[src/rtl/core/assert_macros.svh]
// assertion helpers, empty when synthesizing
`ifndef ASSERT_MACROS_SVH
`define ASSERT_MACROS_SVH
`ifndef SYNTHESIS
`define HFA_ASSERT(label, clk, rst_n, prop, msg) \
    label: assert property (@(posedge clk) disable iff (!rst_n) (prop)) else $error(msg);
`define HFA_ASSERT_NR(label, clk, prop, msg) \
    label: assert property (@(posedge clk) (prop)) else $error(msg);
`else
`define HFA_ASSERT(label, clk, rst_n, prop, msg)
`define HFA_ASSERT_NR(label, clk, prop, msg)
`endif
`endif

[src/rtl/core/hfa_pkg.sv]
package hfa_pkg;

    localparam int HEAP_WORDS_DEF = 512;

    localparam int S_TDATA_W = 32;
    localparam int M_TDATA_W = 24;
    localparam int OFFSET_W  = 13;

    localparam logic CMD_ALLOC = 1'b0;
    localparam logic CMD_FREE  = 1'b1;

    // header status codes
    localparam logic [1:0] HS_NEW   = 2'd0;
    localparam logic [1:0] HS_USED  = 2'd1;
    localparam logic [1:0] HS_FREED = 2'd2;

    typedef enum logic [2:0] {
        RS_OK            = 3'd0,
        RS_ZERO_SIZE     = 3'd1,
        RS_TOO_LARGE     = 3'd2,
        RS_NO_SPACE      = 3'd3,
        RS_OUT_OF_BOUNDS = 3'd4,
        RS_NOTHING_ALLOC = 3'd5,
        RS_DOUBLE_FREE   = 3'd6,
        RS_BAD_PTR       = 3'd7
    } res_status_t;

    typedef struct packed {
        res_status_t           status;
        logic [OFFSET_W-1:0]   payload_offset;
        logic                  heap_leaky;
    } res_t;

endpackage

[src/rtl/core/hfa_ctrl.sv]
`include "assert_macros.svh"

module hfa_ctrl #(
    parameter int HEAP_WORDS = hfa_pkg::HEAP_WORDS_DEF,
    localparam int AW = $clog2(HEAP_WORDS),
    localparam int HW = AW + 2
) (
    input  logic          clk,
    input  logic          rst_n,
    input  logic          s_valid,
    output logic          s_ready,
    input  logic          cmd,
    input  logic [15:0]   request_size,
    input  logic [15:0]   block_offset,
    output logic          res_valid,
    input  logic          res_ready,
    output hfa_pkg::res_t res,
    input  logic [HW-1:0] hdr0,
    output logic          rd_en,
    output logic [AW-1:0] rd_addr,
    input  logic [HW-1:0] rd_hdr,
    output logic          wr_en,
    output logic [AW-1:0] wr_addr,
    output logic [HW-1:0] wr_hdr
);

    import hfa_pkg::*;

    localparam int AW1   = AW + 1;
    localparam int AW2   = AW + 2;
    localparam int PAY_W = (AW + 3 > OFFSET_W) ? AW + 3 : OFFSET_W;

    localparam logic [16:0]   HEAP_BYTES = 17'(HEAP_WORDS * 8);
    localparam logic [16:0]   REQ_MAX    = 17'(HEAP_WORDS * 8 - 8);
    localparam logic [AW1-1:0] WORDS_W   = AW1'(HEAP_WORDS);
    localparam logic [AW1-1:0] LAST_PAY  = AW1'(HEAP_WORDS - 1);
    localparam logic [AW-1:0]  LAST_H    = AW'(HEAP_WORDS - 1);
    localparam logic [AW-1:0]  SZ_FULL   = AW'(HEAP_WORDS - 1);

    typedef enum logic [7:0] {
        ST_IDLE  = 8'b0000_0001,
        ST_CHECK = 8'b0000_0010,
        ST_AWALK = 8'b0000_0100,
        ST_FWALK = 8'b0000_1000,
        ST_FTGT  = 8'b0001_0000,
        ST_FFUT  = 8'b0010_0000,
        ST_WR2   = 8'b0100_0000,
        ST_DONE  = 8'b1000_0000
    } state_t;

    state_t        state_reg, state_next;
    logic          cmd_reg, cmd_next;
    logic [15:0]   req_reg, req_next;
    logic [15:0]   ptr_reg, ptr_next;
    logic [AW-1:0] size_reg, size_next;
    logic [AW-1:0] h_reg, h_next;
    logic [AW-1:0] th_reg, th_next;
    logic [AW-1:0] temp_h_reg, temp_h_next;
    logic [AW-1:0] temp_sz_reg, temp_sz_next;
    logic [1:0]    temp_st_reg, temp_st_next;
    logic          have_temp_reg, have_temp_next;
    logic [AW-1:0] ptr_sz_reg, ptr_sz_next;
    logic          fut_ok_reg, fut_ok_next;
    logic [AW-1:0] wr2_addr_reg, wr2_addr_next;
    logic [HW-1:0] wr2_hdr_reg, wr2_hdr_next;
    res_status_t   status_reg, status_next;
    logic [AW-1:0] where_reg, where_next;

    logic [AW-1:0]  rd_sz;
    logic [1:0]     rd_st;
    logic           rd_free;
    logic [AW-1:0]  h0_sz;
    logic [1:0]     h0_st;
    logic [16:0]    req_up;
    logic [AW-1:0]  size_w;
    logic [AW1-1:0] nh;
    logic [AW1-1:0] fut;
    logic [AW-1:0]  th_calc;
    logic           temp_free;
    logic           fut_free;
    logic [PAY_W-1:0] off_wide;

    assign rd_sz   = rd_hdr[AW-1:0];
    assign rd_st   = rd_hdr[AW+1:AW];
    assign rd_free = (rd_st == HS_NEW) || (rd_st == HS_FREED);
    assign h0_sz   = hdr0[AW-1:0];
    assign h0_st   = hdr0[AW+1:AW];

    assign req_up  = {1'b0, req_reg} + 17'd7;
    assign size_w  = AW'(req_up >> 3);
    assign nh      = AW1'(h_reg) + AW1'(rd_sz) + AW1'(1);
    assign fut     = AW1'(th_reg) + AW1'(rd_sz) + AW1'(1);
    assign th_calc = AW'(ptr_reg[15:3] - 13'd1);

    assign temp_free = have_temp_reg && ((temp_st_reg == HS_NEW) || (temp_st_reg == HS_FREED));
    assign fut_free  = fut_ok_reg && rd_free;

    assign off_wide = PAY_W'({where_reg, 3'b000});

    assign s_ready   = (state_reg == ST_IDLE);
    assign res_valid = (state_reg == ST_DONE);

    always_comb
    begin
        res.status         = status_reg;
        res.payload_offset = off_wide[OFFSET_W-1:0];
        res.heap_leaky     = !(((h0_st == HS_NEW) || (h0_st == HS_FREED)) && (h0_sz == SZ_FULL));
    end

    always_comb
    begin
        state_next     = state_reg;
        cmd_next       = cmd_reg;
        req_next       = req_reg;
        ptr_next       = ptr_reg;
        size_next      = size_reg;
        h_next         = h_reg;
        th_next        = th_reg;
        temp_h_next    = temp_h_reg;
        temp_sz_next   = temp_sz_reg;
        temp_st_next   = temp_st_reg;
        have_temp_next = have_temp_reg;
        ptr_sz_next    = ptr_sz_reg;
        fut_ok_next    = fut_ok_reg;
        wr2_addr_next  = wr2_addr_reg;
        wr2_hdr_next   = wr2_hdr_reg;
        status_next    = status_reg;
        where_next     = where_reg;
        rd_en          = 1'b0;
        rd_addr        = '0;
        wr_en          = 1'b0;
        wr_addr        = '0;
        wr_hdr         = '0;

        unique case (state_reg)
            ST_IDLE:
            begin
                if (s_valid)
                begin
                    cmd_next   = cmd;
                    req_next   = request_size;
                    ptr_next   = block_offset;
                    state_next = ST_CHECK;
                end
            end

            ST_CHECK:
            begin
                where_next     = '0;
                have_temp_next = 1'b0;
                size_next      = size_w;
                if (cmd_reg == CMD_ALLOC)
                begin
                    if (req_reg == 16'd0)
                    begin
                        status_next = RS_ZERO_SIZE;
                        state_next  = ST_DONE;
                    end
                    else if ({1'b0, req_reg} > REQ_MAX)
                    begin
                        status_next = RS_TOO_LARGE;
                        state_next  = ST_DONE;
                    end
                    else if (h0_st == HS_NEW)
                    begin
                        // first allocate: carve the front, rest, if any, becomes one new block
                        wr_en       = 1'b1;
                        wr_addr     = '0;
                        wr_hdr      = {HS_USED, size_w};
                        where_next  = AW'(1);
                        status_next = RS_OK;
                        if ((AW1'(size_w) + AW1'(1)) < WORDS_W)
                        begin
                            wr2_addr_next = AW'(AW1'(size_w) + AW1'(1));
                            wr2_hdr_next  = {HS_NEW, AW'(WORDS_W - AW1'(size_w) - AW1'(2))};
                            state_next    = ST_WR2;
                        end
                        else
                        begin
                            state_next = ST_DONE;
                        end
                    end
                    else
                    begin
                        rd_en      = 1'b1;
                        rd_addr    = '0;
                        h_next     = '0;
                        state_next = ST_AWALK;
                    end
                end
                else
                begin
                    if ({1'b0, ptr_reg} > HEAP_BYTES)
                    begin
                        status_next = RS_OUT_OF_BOUNDS;
                        state_next  = ST_DONE;
                    end
                    else if ((h0_st == HS_NEW) && (h0_sz == '0))
                    begin
                        status_next = RS_NOTHING_ALLOC;
                        state_next  = ST_DONE;
                    end
                    else if ((ptr_reg[2:0] != 3'd0) || (ptr_reg[15:3] == 13'd0))
                    begin
                        status_next = RS_BAD_PTR;
                        state_next  = ST_DONE;
                    end
                    else
                    begin
                        rd_en   = 1'b1;
                        rd_addr = '0;
                        h_next  = '0;
                        th_next = th_calc;
                        if (th_calc == '0)
                        begin
                            state_next = ST_FTGT;
                        end
                        else
                        begin
                            state_next = ST_FWALK;
                        end
                    end
                end
            end

            ST_AWALK:
            begin
                if (rd_free && (rd_sz > size_reg))
                begin
                    wr_en         = 1'b1;
                    wr_addr       = h_reg;
                    wr_hdr        = {HS_USED, size_reg};
                    wr2_addr_next = AW'(AW1'(h_reg) + AW1'(size_reg) + AW1'(1));
                    wr2_hdr_next  = {HS_NEW, AW'(rd_sz - size_reg - AW'(1))};
                    where_next    = AW'(AW1'(h_reg) + AW1'(1));
                    status_next   = RS_OK;
                    state_next    = ST_WR2;
                end
                else if (rd_free && (rd_sz == size_reg))
                begin
                    wr_en       = 1'b1;
                    wr_addr     = h_reg;
                    wr_hdr      = {HS_USED, size_reg};
                    where_next  = AW'(AW1'(h_reg) + AW1'(1));
                    status_next = RS_OK;
                    state_next  = ST_DONE;
                end
                else if ((rd_st == HS_USED) || (rd_sz < size_reg))
                begin
                    // next header address comes straight from the size just read
                    if (nh < LAST_PAY)
                    begin
                        rd_en   = 1'b1;
                        rd_addr = AW'(nh);
                        h_next  = AW'(nh);
                    end
                    else
                    begin
                        status_next = RS_NO_SPACE;
                        state_next  = ST_DONE;
                    end
                end
                else
                begin
                    status_next = RS_NO_SPACE;
                    state_next  = ST_DONE;
                end
            end

            ST_FWALK:
            begin
                temp_h_next    = h_reg;
                temp_sz_next   = rd_sz;
                temp_st_next   = rd_st;
                have_temp_next = 1'b1;
                if (nh < AW1'(th_reg))
                begin
                    rd_en   = 1'b1;
                    rd_addr = AW'(nh);
                    h_next  = AW'(nh);
                end
                else if (nh == AW1'(th_reg))
                begin
                    rd_en      = 1'b1;
                    rd_addr    = th_reg;
                    state_next = ST_FTGT;
                end
                else
                begin
                    status_next = RS_BAD_PTR;
                    state_next  = ST_DONE;
                end
            end

            ST_FTGT:
            begin
                if (rd_st == HS_FREED)
                begin
                    status_next = RS_DOUBLE_FREE;
                    state_next  = ST_DONE;
                end
                else
                begin
                    ptr_sz_next = rd_sz;
                    fut_ok_next = (fut < LAST_PAY);
                    if (fut < LAST_PAY)
                    begin
                        rd_en   = 1'b1;
                        rd_addr = AW'(fut);
                    end
                    state_next = ST_FFUT;
                end
            end

            ST_FFUT:
            begin
                wr_en       = 1'b1;
                wr_addr     = th_reg;
                wr_hdr      = {HS_FREED, ptr_sz_reg};
                status_next = RS_OK;
                state_next  = ST_DONE;
                if (temp_free)
                begin
                    // merge into the block before, a free block after folds in too
                    wr2_addr_next = temp_h_reg;
                    if (fut_free)
                    begin
                        wr2_hdr_next = {temp_st_reg, AW'(AW2'(temp_sz_reg) + AW2'(2)
                                        + AW2'(ptr_sz_reg) + AW2'(rd_sz))};
                    end
                    else
                    begin
                        wr2_hdr_next = {temp_st_reg, AW'(AW2'(temp_sz_reg) + AW2'(1)
                                        + AW2'(ptr_sz_reg))};
                    end
                    state_next = ST_WR2;
                end
                else if (fut_free)
                begin
                    wr_hdr = {HS_FREED, AW'(AW2'(ptr_sz_reg) + AW2'(1) + AW2'(rd_sz))};
                end
            end

            ST_WR2:
            begin
                wr_en      = 1'b1;
                wr_addr    = wr2_addr_reg;
                wr_hdr     = wr2_hdr_reg;
                state_next = ST_DONE;
            end

            ST_DONE:
            begin
                if (res_ready)
                begin
                    state_next = ST_IDLE;
                end
            end

            default:
            begin
                state_next = ST_IDLE;
            end
        endcase
    end

    always_ff @(posedge clk or negedge rst_n)
    begin
        if (!rst_n)
        begin
            state_reg     <= ST_IDLE;
            have_temp_reg <= 1'b0;
            fut_ok_reg    <= 1'b0;
        end
        else
        begin
            state_reg     <= state_next;
            have_temp_reg <= have_temp_next;
            fut_ok_reg    <= fut_ok_next;
        end
    end

    always_ff @(posedge clk)
    begin
        cmd_reg      <= cmd_next;
        req_reg      <= req_next;
        ptr_reg      <= ptr_next;
        size_reg     <= size_next;
        h_reg        <= h_next;
        th_reg       <= th_next;
        temp_h_reg   <= temp_h_next;
        temp_sz_reg  <= temp_sz_next;
        temp_st_reg  <= temp_st_next;
        ptr_sz_reg   <= ptr_sz_next;
        wr2_addr_reg <= wr2_addr_next;
        wr2_hdr_reg  <= wr2_hdr_next;
        status_reg   <= status_next;
        where_reg    <= where_next;
    end

    `HFA_ASSERT_NR(a_rd_wr_apart, clk, $onehot0({wr_en, rd_en}), "header read and write collide")
    `HFA_ASSERT(a_idle_quiet, clk, rst_n, (state_reg == ST_IDLE) |-> (!wr_en && !rd_en), "store access while idle")
    `HFA_ASSERT(a_awalk_in_heap, clk, rst_n, (state_reg == ST_AWALK) |-> (h_reg < LAST_H), "allocate walk past heap end")
    `HFA_ASSERT(a_fwalk_below_tgt, clk, rst_n, (state_reg == ST_FWALK) |-> (h_reg < th_reg), "free walk past target")
    `HFA_ASSERT(a_done_to_idle, clk, rst_n, (res_valid && res_ready) |=> (state_reg == ST_IDLE), "result handoff did not return to idle")

endmodule
[config.mk]
export PLATFORM = sky130hd
export DESIGN_NAME = hfa_ctrl
export DESIGN_NICKNAME = d
export VERILOG_FILES = /design/src/rtl/core/hfa_pkg.sv /design/src/rtl/core/hfa_ctrl.sv
export VERILOG_INCLUDE_DIRS = /design/src /design/src/rtl/core
export SDC_FILE = /design/constraint.sdc
export NUM_CORES = 1
export LEC_CHECK = 0
export ABC_AREA = 1
export BUFFER_PORTS_ARGS = -buffer_cell sky130_fd_sc_hd__buf_2
export CORE_ASPECT_RATIO = 0.7
export CORE_UTILIZATION = 30
export CTS_CLUSTER_SIZE = 16
export DETAILED_ROUTE_END_ITERATION = 8
export GPL_TIMING_DRIVEN = 0
export MAX_ROUTING_LAYER = met4
export SYNTH_ARGS = -nofsm -noshare
export SYNTH_HDL_FRONTEND = slang
export SYNTH_SLANG_ARGS = --single-unit
[constraint.sdc]
create_clock -name clk -period 9.6 [get_ports clk]
set_clock_uncertainty 0.15 [all_clocks]
set_input_delay 0 -clock clk [delete_from_list [all_inputs] [get_ports clk]]
set_output_delay 0 -clock clk [all_outputs]
set_load 0.005 [all_outputs]
# [Word level (Yosys, flattened, before mapping)]
# Index checks and enable logic that the tools add are counted.
# Widths: inputs -> output; s select.
[word_totals] ramBits=0 mem_count=0 latchBits=0 romBits=0 elab_cells=243 reg_bits=131
[op_classes] n_mux=117 n_reduce_logical=34 n_addsub=21 div_mod_pow=0 shifts=0 n_mul=0 n_lt_le_gt_ge=8 eq_ne=42 bitwise_logic=4
[ops] operator="$mux 9" count=34
[ops] operator="$mux 8" count=18
[ops] operator="$pmux 9 s3" count=4
[ops] operator="$mux 11" count=7
[ops] operator="$pmux 8 s8" count=1
[ops] operator="$mux 10" count=6
[ops] operator="$add 9x9->9" count=5
[ops] operator="$pmux 11 s4" count=1
[ops] operator="$mux 3" count=14
[ops] operator="$add 9x1->9 const B" count=4
[ops] operator="$pmux 11 s3" count=1
[ops] operator="$ne 2x2->1 const B" count=16
[ops] operator="$mux 1" count=25
[ops] operator="$ne 3x3->1 const B" count=7
[ops] operator="$add 10x1->10 const B" count=2
[ops] operator="$add 9x9->10" count=2
[ops] operator="$lt 10x9->1 const B" count=2
[ops] operator="$logic_not 9->1" count=2
[ops] operator="$pmux 9 s2" count=1
[ops] operator="$sub 9x1->9 const B" count=2
[ops] operator="$gt 16x12->1 const B" count=1
[ops] operator="$gt 16x13->1 const B" count=1
[ops] operator="$logic_not 16->1" count=1
[ops] operator="$ne 5x5->1 const B" count=3
[ops] operator="other kinds (45)" count=66

# [Depth between registers and ports, before layout]
[depth] ltp_word=9 ltp_mapped=23 depth_no_buf=23

# [Least setup slack after synthesis]
# Ideal clock, no wire load.
[synth_timing] path_kind="flip-flop to flip-flop" from="register h_reg[0] (netlist name)" to="register cmd_reg (enable)" t_arrival_ns=3.858 synth_period_minus_slack_ns=4.431 required_time_ns=9.027 n_path_buf=0 path_stages_with_launch=19 setup_slack_ns=5.169 cell_sequence="edfxtp_1 > inv_1 > ha_1 > fa_1 > inv_1 > nand3_1 > nand2_1 > nand2_1 > nand2_1 > inv_1 > ha_1 > nand2_1 > nor2_1 > nand4_1 > o21bai_1 > inv_1 > nand4_2 > nand3_4 > nor2_1"
[synth_lines] item="to (signal assigned)" line="hfa_ctrl.sv:385" text="cmd_reg <= cmd_next;"
[synth_lines] item="to (decl)" line="hfa_ctrl.sv:52" text="logic cmd_reg, cmd_next;"

# [Worst setup path after layout]
[layout_timing] from="register h_reg[0]" to="register h_reg[8] (enable)"
[layout_between] elab_chain_cells=5 elab_cells_between_ends=7 cone_classes="add/sub: 2; order compare: 2; eq/ne: 2; reduce/logical: 1"
[layout_lines] item="from (decl)" line="hfa_ctrl.sv:56" text="logic [AW-1:0] h_reg, h_next;"
[layout_lines] item="from (signal assigned)" line="hfa_ctrl.sv:389" text="h_reg <= h_next;"
[layout_lines] item="$add 9x9->10 *" line="hfa_ctrl.sv:91" text="assign nh = AW1'(h_reg) + AW1'(rd_sz) + AW1'(1);"
[layout_lines] item="$add 10x1->10 *" line="hfa_ctrl.sv:91"
[layout_lines] item="via nh[8]" line="hfa_ctrl.sv:76" text="logic [AW1-1:0] nh;"
[layout_lines] item="$lt 10x9->1, on equally long branches" line="hfa_ctrl.sv:276, hfa_ctrl.sv:251"
[layout_lines] item="$ne 2x2->1 (no source line)"
[layout_lines] item="$reduce_and 12->1 (no source line) *"
# Mark *: on every way through the listed nets, which the timed path passes. The rest lies on a longest branch.
# A chain may end at the register's enable or synchronous reset.

==> qor.txt <==
max incr delay on CP - 0.72 ns
total core area - 0.0323 mm^2
Post-DP HPWL - 25900 um
CP arrival - 4.43 ns
Synth Area per Inst - 8.29 um^2
list of most frequent post-synthesis cells - nand2_1 (250), inv_1 (178), edfxtp_1 (121)
Post-synth ARST share - 0.0763
Post-DRT Antenna Nets - 0
IO Count - 109
grt total ovfl - 0
Yosys top cell by area - edfxtp_1
max_cap viols - 0
Synth area leaders - edfxtp_1 (37%), ha_1 (9.6%), nand2_1 (9.5%)
Worst-Margin Slew - 0.935 ns
sw frac - 0.359
total power - 0.00233 W
Seq pwr share - 0.355
Final period util - 0.470
Worst setup SP type - flip-flop
RD Place Congestion - 0.961
most common cell in the netlist - nand2_1
Final min period - 4.51 ns
DRC errors left - 0
global routing usage on met2 - 0.267
Cell variety after synth - 51
outcome - completed
Root Driver - clkbuf_16
Synth Register Bits - 131
# setup viols final - 0
first-pass iteration count of the detailed router - 6
Final TNS setup - 0 ns
CTS Sinks - 131
H-tree depth - 4
Fin Hold WS - 0.0369 ns
Total GRT Usage - 0.204
vias in the first global route - 8467
die height - 154 um
Slew HR - 0.373
synth warn - 0
met3 usage - 0.0516
Max Freq - 0.222 GHz
Max Root-Sink Buffers - 2
FP Rows - 55
Die Width - 219 um
Worst-path clk slew - 0.06 ns
port bufs - 104
Internal Power - 0.00149 W
Layout area overhead - 22.9%
share of layout cells above drive strength 1 - 0.162
Synth Flop Type - edfxtp_1
final wirelength - 32500 um
CP cell instances - inv_1 -> ha_1 -> fa_1 -> inv_1 -> nand3_1 -> nand2_1 -> nand2_1 -> nand2_1 -> nand2_1 -> nand2_1 -> inv_1 -> ha_1 -> nand4_1 -> o21bai_1 -> inv_1 -> nand3_2 -> nand2_1 -> nand3_1 -> nor3_2
GR Layer Usage met1 - 0.308
initial antenna violation count - 1
Final nets - 1521
Initial Util - 0.306
Combinational Power Share - 0.327
leakage - 5.58 nW
routed len/inst - 17.9 um
largest net degree at the start of global routing - 34
EDFF count, synth - 121
Pwr Density - 191 mW/mm^2
die area - 0.0337 mm^2
Worst Hold Class - input port to flip-flop
Worst VDD drop - 0.000138 V
clk_lat worst skew - 0.45 ns
unrepaired setup endpoints after global routing - no
P_sw - 0.000836 W
cell mode on critical path - nand2_1
CTS tree - yes
Hold Fails Final Rpt - 0
cell area after synthesis - 0.00989 mm^2
Clk network pwr share - 0.318
Max Transition Viols Final - 0
Final Util - 0.376
Synth top area share - 0.367
crit-path max FO - 10
Seq/Total Area, Yosys - 0.393
number of DRC markers in iteration 0 - 911
CP required - 9.52 ns
crit end category - flip-flop
total CTS buffers - 17
GR peak layer - met1
Mapped Cells - 1193
critical path class - flip-flop to flip-flop
Vias/cell - 4.95
global-route wire length before repair - 49900 um
slowest CP cell - nor3_2
DR vias - 8971
-- cells by family after synthesis --
logic type / synth area share
AND/OR/NAND/NOR: 0.265
buffers and inverters: 0.0834
AO/OA/AOI/OAI: 0.100
flip-flops: 0.393
adder cells (fa/ha/maj): 0.124
XOR/XNOR: 0.0335
other: 0.000379
-- cells in the final DEF (no fill, tap or decap), drive strengths merged, types with 41 or more instances in the layout --
cell         instances
a21oi               62
nand3               92
nor2               117
ha                  76
nand2              268
nand4               41
edfxtp             121
o21ai               43
inv                191
buf                119
dlygate4sd3         51
-- area by class of cell --
| class | count | area (um^2) |
|---|---|---|
| sequential | 131 | 3880 |
| multi-input combinational | 855 | 5200 |
| buffer | 19 | 106 |
| antenna | 1 | 2.50 |
| fill | 3329 | 20200 |
| clock inverter | 12 | 203 |
| inverter | 191 | 718 |
| timing repair buffer | 157 | 1050 |
| clock buffer | 20 | 457 |
| tap | 427 | 534 |
-- metal layers --
metal,routed length [um],up-vias
met1,16600,4175
met5,0,-
li1,-,4416
met3,2920,24
met4,365,0
met2,12500,356
-- worst max-delay path, delay by kind of cell, from the launching register on --
family / cells / cell delay [ns]
compound gates: 1 / 0.08
fa+ha+maj: 3 / 1.01
buf+inv: 4 / 0.48
flops: 1 / 0.43
simple gates: 11 / 1.94
-- worst paths after layout --
check / cells after the start / slack, ns / from / endpoint
min in group asynchronous: 3 / 0.45 / rst_n / state_reg[0]
worst max-delay path: 19 / 5.09 / h_reg[0] / h_reg[8]
max in group asynchronous: 4 / 7.91 / rst_n / fut_ok_reg
worst min-delay path: 8 / 0.04 / hdr0[10] / state_reg[7]
worst max register to register: 19 / 5.09 / h_reg[0] / h_reg[8]
worst min register to register: 2 / 0.36 / fut_ok_reg / fut_ok_reg
-- per-stage QoR --
stage	cell area (um^2)	std cells	setup WS [ns]
floorplan	9900	1196	5.17
detailed placement	11000	1729	5.17
finish	12200	1813	5.09
global placement	11000	1727	4.04
global route	12200	1813	4.81
CTS	12200	1812	5.13
-- what timing repair did --
action,in CTS,in global routing
hold buffers,51,0
hold endpoints to repair,72,0
buffers inserted,0,0
gates resized for setup,0,0
-- power by group through the flow --
stage / registers, W / logic [W] / clock network [W]
after CTS: 0.000825 / 0.000745 / 0.000748
final: 0.000826 / 0.000761 / 0.000740
after detailed placement: 0.000837 / 0.000720 / 0
after floorplan: 0.000819 / 0.000504 / 0
after global placement: 0.000838 / 0.000708 / 0
after global routing: 0.000837 / 0.000841 / 0.000772
(Power assumes the default switching activity.)
